**src/rtl/lkpt_pkg.sv**
```systemverilog
// ----------------------------------------------------------------------------
// lkpt_pkg
// Shared constants and codes of the Lucas-Kanade point tracker.
// ----------------------------------------------------------------------------
package lkpt_pkg;

	localparam int DEF_MAX_WIDTH       = 256;
	localparam int DEF_MAX_HEIGHT      = 256;
	localparam int DEF_MAX_WINDOW_HALF = 7;
	localparam int PIX_W               = 8;
	localparam int DEF_RAM_DEPTH       = 256;
	localparam int LK_STEPS            = 5;

	// Item kinds carried in tuser of the input side.
	localparam logic [1:0] MODE_LOAD  = 2'd0;
	localparam logic [1:0] MODE_SWAP  = 2'd1;
	localparam logic [1:0] MODE_TRACK = 2'd2;

	// Result status carried in tuser of the output side.
	localparam logic [1:0] ST_OK    = 2'd0;
	localparam logic [1:0] ST_ILL   = 2'd1;
	localparam logic [1:0] ST_LARGE = 2'd2;

	// Configuration register indexes.
	localparam logic [1:0] REG_WIDTH  = 2'd0;
	localparam logic [1:0] REG_HEIGHT = 2'd1;
	localparam logic [1:0] REG_WHALF  = 2'd2;

	// BT.601 luma weights scaled by 2^16.
	localparam logic [15:0] LUMA_R = 16'd19595;
	localparam logic [15:0] LUMA_G = 16'd38470;
	localparam logic [15:0] LUMA_B = 16'd7471;

	// Limits in Q.8 units; SMALL_SQ and LARGE_SQ are squared limits in Q.16 units.
	localparam longint DISP_LIMIT  = 64'sd1099511627776;
	localparam int     SMALL_STEP  = 26;
	localparam int     SMALL_SQ    = 656;
	localparam int     LARGE_AXIS  = 25600;
	localparam int     LARGE_SQ    = 655360000;
	localparam int     OUT_MAX     = 131071;
	localparam int     OUT_MIN     = -131072;

endpackage

```
**src/rtl/lkpt_ram.sv**
```systemverilog
// ----------------------------------------------------------------------------
// lkpt_ram
// Simple dual-port RAM: one write port, one read port with registered data.
// ----------------------------------------------------------------------------
module lkpt_ram #(
	parameter int WIDTH = lkpt_pkg::PIX_W,
	parameter int DEPTH = lkpt_pkg::DEF_RAM_DEPTH
) (
	input  logic                     clk,
	input  logic                     we,
	input  logic [$clog2(DEPTH)-1:0] waddr,
	input  logic [WIDTH-1:0]         wdata,
	input  logic [$clog2(DEPTH)-1:0] raddr,
	output logic [WIDTH-1:0]         rdata
);
	import lkpt_pkg::*;

	logic [WIDTH-1:0] mem_q [DEPTH];

	always_ff @(posedge clk) begin
		if (we) begin
			mem_q[waddr] <= wdata;
		end
		rdata <= mem_q[raddr];
	end

endmodule

```
**config.mk**
```make
export PLATFORM = sky130hd
export DESIGN_NAME = lkpt_ram
export DESIGN_NICKNAME = d
export VERILOG_FILES = /design/src/rtl/lkpt_pkg.sv /design/src/rtl/lkpt_ram.sv
export SDC_FILE = /design/constraint.sdc
export NUM_CORES = 2
export LEC_CHECK = 0
export ABC_AREA = 1
export BUFFER_PORTS_ARGS = -buffer_cell sky130_fd_sc_hd__buf_2
export CAP_MARGIN = 10
export CORE_MARGIN = 1
export CORE_UTILIZATION = 57
export CTS_CLUSTER_DIAMETER = 40
export DETAILED_ROUTE_END_ITERATION = 8
export HOLD_SLACK_MARGIN = 0.05
export PLACE_DENSITY = 0.8
export SYNTH_ARGS = -nofsm -noshare
export SYNTH_HDL_FRONTEND = slang
export SYNTH_SLANG_ARGS = --single-unit
```
**constraint.sdc**
```tcl
create_clock -name clk -period 1.7 [get_ports clk]
set_input_delay 0.17 -clock clk [delete_from_list [all_inputs] [get_ports clk]]
set_output_delay 0.17 -clock clk [all_outputs]
set_load 0.05 [all_outputs]
```
==> results.py <==
metrics = {
    "run_status": {
        "outcome": "finished, violations left",
        "violations": "setup timing",
    },
    "global_routing": {
        "grt_pass1_wl_um": 356000,
        "grtUsageTotal_pct": 32.2,
        "antenna_found_initial": 7,
        "grt-ovfl-total": 0,
        "grt_pass1_vias": 58900,
        "grt_start_max_net_pins": 70,
    },
    "synthesis": {
        "synth-seq-area-share_pct": 73.9,
        "synthDistinctLibCells": 14,
        "yosysWarnings": 0,
        "syn_area_mm2": 0.0834,
        "postSynthAreaPerCell_um2": 11.9,
        "syn_inst": 7003,
        "ys_seq_elements": 2056,
        "synth_nets": 7029,
    },
    "final_layout": {
        "multi_input_area_mm2": 0.0195,
        "layout_common_cells": "nand2_1 (2115), edfxtp_1 (2048), nand3_1 (1960)",
        "area_growth_syn_to_layout_pct": 18.7,
        "layout-drive-gt1-share_pct": 15.0,
        "fin_area_mm2": 0.0990,
        "fillCellCount": 9022,
        "seq_area_mm2": 0.0617,
        "fin_util_pct": 68.6,
        "nNetsFinal": 7513,
        "final_common_cell": "nand2_1",
    },
    "routing": {
        "drc": 0,
        "drt_iter0_drc": 9440,
        "routed.top_layer": "met5",
        "wl_met3_um": 33700,
        "wl_met1_um": 81900,
        "avgViaCountPerCell": 6.30,
        "detail_route.wl_per_cell_um": 24.9,
        "dr_total_vias": 60400,
        "route.met2.wl_um": 111000,
        "ant_nets": 0,
        "wl_um": 239000,
        "dr.pass1.iters": 8,
    },
    "critical_path": {
        "start_kind": "flop",
        "cp.required_ns": 2.44,
        "path_max_fanout": 1,
        "crit_arrival_ns": 2.47,
        "path_class": "flop to flop",
        "cp-end-kind": "flop",
    },
    "clock_tree": {
        "insertion_delay_ns": 0.87,
        "post_cts_buffers": 0,
        "htree_levels": 4,
        "cts_sinks": 2056,
        "clkTransAtPathRegs_ns": 0.06,
        "cts_tree": "yes",
        "cts_made_buffers": 222,
        "clock_path_buffers": 3,
        "cts.root.buffer_cell": "clkbuf_16",
    },
    "placement": {
        "routabilityCongestion": 0.956,
        "dp_hpwl_um": 146000,
        "placed_area_mm2": 0.0909,
        "post-place-ws_ns": -0.698,
        "port_buffers": 33,
    },
    "die": {
        "std_cell_rows": 139,
        "die_area_mm2": 0.148,
        "pin_count": 34,
        "die_w_um": 385,
        "die_h_um": 385,
        "core_mm2": 0.144,
        "start_util_pct": 57.8,
    },
    "power": {
        "netSwitchingPower_mw": 26.2,
        "power.internal_mw": 86.5,
        "pwr-share-comb_pct": 6.8,
        "p_per_area_mw_per_mm2": 1140,
        "seqPwrFrac_pct": 49.6,
        "finalPower_mw": 113,
        "swShare_pct": 23.2,
        "peakVddDrop_v": 0.00119,
        "p_leak_nw": 35.8,
        "pwr-share-clk_pct": 43.5,
    },
    "job": {
        "maxCapViolCount": 0,
    },
    "timing": {
        "final.period_utilization_pct": 102,
        "rsz0062_at_grt": "true",
        "worst_clock_skew_ns": 0.0557,
        "tightest_slew_ns": 0.615,
        "setup_viol": 1,
        "slew_violations": 0,
        "fmax_mhz": 579,
        "hold_viol": 0,
        "fin_crit_ns": 1.73,
        "relSlewSlack_pct": 59.0,
        "worst_slack_ns": -0.0269,
    },
    "hold_path": {
        "min_path_type": "input port to flop",
    },
}
-- sequential cells by signal, indices dropped and copies added (netlist names) --
name   flops
rdata      8
mem_q   2048
-- worst paths after layout --
kind / cells after the start / from / to / slack, ns
worst max-delay path: 10 / mem_q[1][7] / rdata[7] / -0.03
worst min-delay path: 6 / waddr[7] / mem_q[70][7] / 0.16
worst max register to register: 10 / mem_q[1][7] / rdata[7] / -0.03
worst min register to register: 10 / mem_q[204][3] / rdata[3] / 0.99
-- through the flow --
| stage | std cells | setup TNS [ns] | hold WS, ns |
|---|---|---|---|
| 6_report | 9593 | -0.0269 | 0.156 |
| 5_1_grt | 9585 | -0.105 | 0.178 |
| 4_1_cts | 9585 | 0 | 0.109 |
| 3_5_place_dp | 9152 | -13.30 | 0.566 |
| 3_3_place_gp | 9152 | -5.06 | 0.569 |
| 2_1_floorplan | 7003 | 0 | 0.269 |
-- power by group through the flow --
| stage | Sequential (mW) | Clock [mW] | Combinational, mW |
|---|---|---|---|
| final | 55.9 | 49.0 | 7.71 |
| after global routing | 55.9 | 51.0 | 8.08 |
| after CTS | 55.9 | 49.1 | 7.42 |
| after detailed placement | 57.0 | 0 | 7.25 |
| after global placement | 57.0 | 0 | 7.07 |
| after floorplan | 57.1 | 0 | 3.45 |
-- kinds of logic (layout without fill, tap and decap cells) --
family | after synthesis | after routing | share of synthesized area [%]
and+or+nand+nor | 4425 | 4425 | 22.9
DFF | 2056 | 2056 | 73.9
other | 0 | 8 | 0
buffers and inverters | 522 | 1201 | 3.12
-- final cells by class --
| cell class | count | area share (%) |
|---|---|---|
| Antenna cell | 8 | 0.0202 |
| Clock buffer | 259 | 5.78 |
| Clock inverter | 160 | 1.82 |
| Inverter | 39 | 0.182 |
| Multi-Input combinational cell | 4425 | 19.7 |
| Sequential cell | 2056 | 62.3 |
| Tap cell | 1903 | 2.41 |
| Timing Repair Buffer | 743 | 7.79 |
-- metal layers --
| layer | track usage [%] | vias to the layer above |
|---|---|---|
| met3 | 8.07 | 792 |
| met4 | 17.3 | 8 |
| li1 | - | 25900 |
| met2 | 49.8 | 4895 |
| met5 | 0 | - |
| met1 | 42.2 | 28900 |
-- worst max-delay path, stage by stage, from the launching register on --
cell and delay [ns]:
edfxtp_1 0.38, nand2_1 0.10, nand3_1 0.09, nand3_1 0.11
nand3_1 0.16, nand3_2 0.16, nand3_1 0.19, nand3_1 0.15
nand2_1 0.08, nand2_2 0.12, nand2_1 0.07
-- synthesized netlist by cell type --
| library cell | n | share of area, % |
|---|---|---|
| buf_1 | 40 | 0.18 |
| nor2_1 | 283 | 1.3 |
| inv_2 | 2 | 0.0090 |
| buf_2 | 268 | 1.6 |
| inv_4 | 1 | 0.0075 |
| edfxtp_1 | 2048 | 74 |
| inv_1 | 36 | 0.16 |
| buf_6 | 16 | 0.22 |
| buf_4 | 46 | 0.41 |
| nand3_1 | 2019 | 12 |
| dfxtp_1 | 8 | 0.19 |
| buf_8 | 1 | 0.018 |
| clkbuf_1 | 112 | 0.50 |
| nand2_1 | 2123 | 9.6 |
-- repair_timing --
| item | in CTS | in global routing |
|---|---|---|
| hold buffers | 14 | 0 |
| endpoints found under the setup margin | 11 | 9 |
| endpoints found under the hold margin | 2061 | 0 |
| gates resized for setup | 25 | 58 |
| pin swaps | 0 | 7 |
Power figures use the tool's default switching activity.
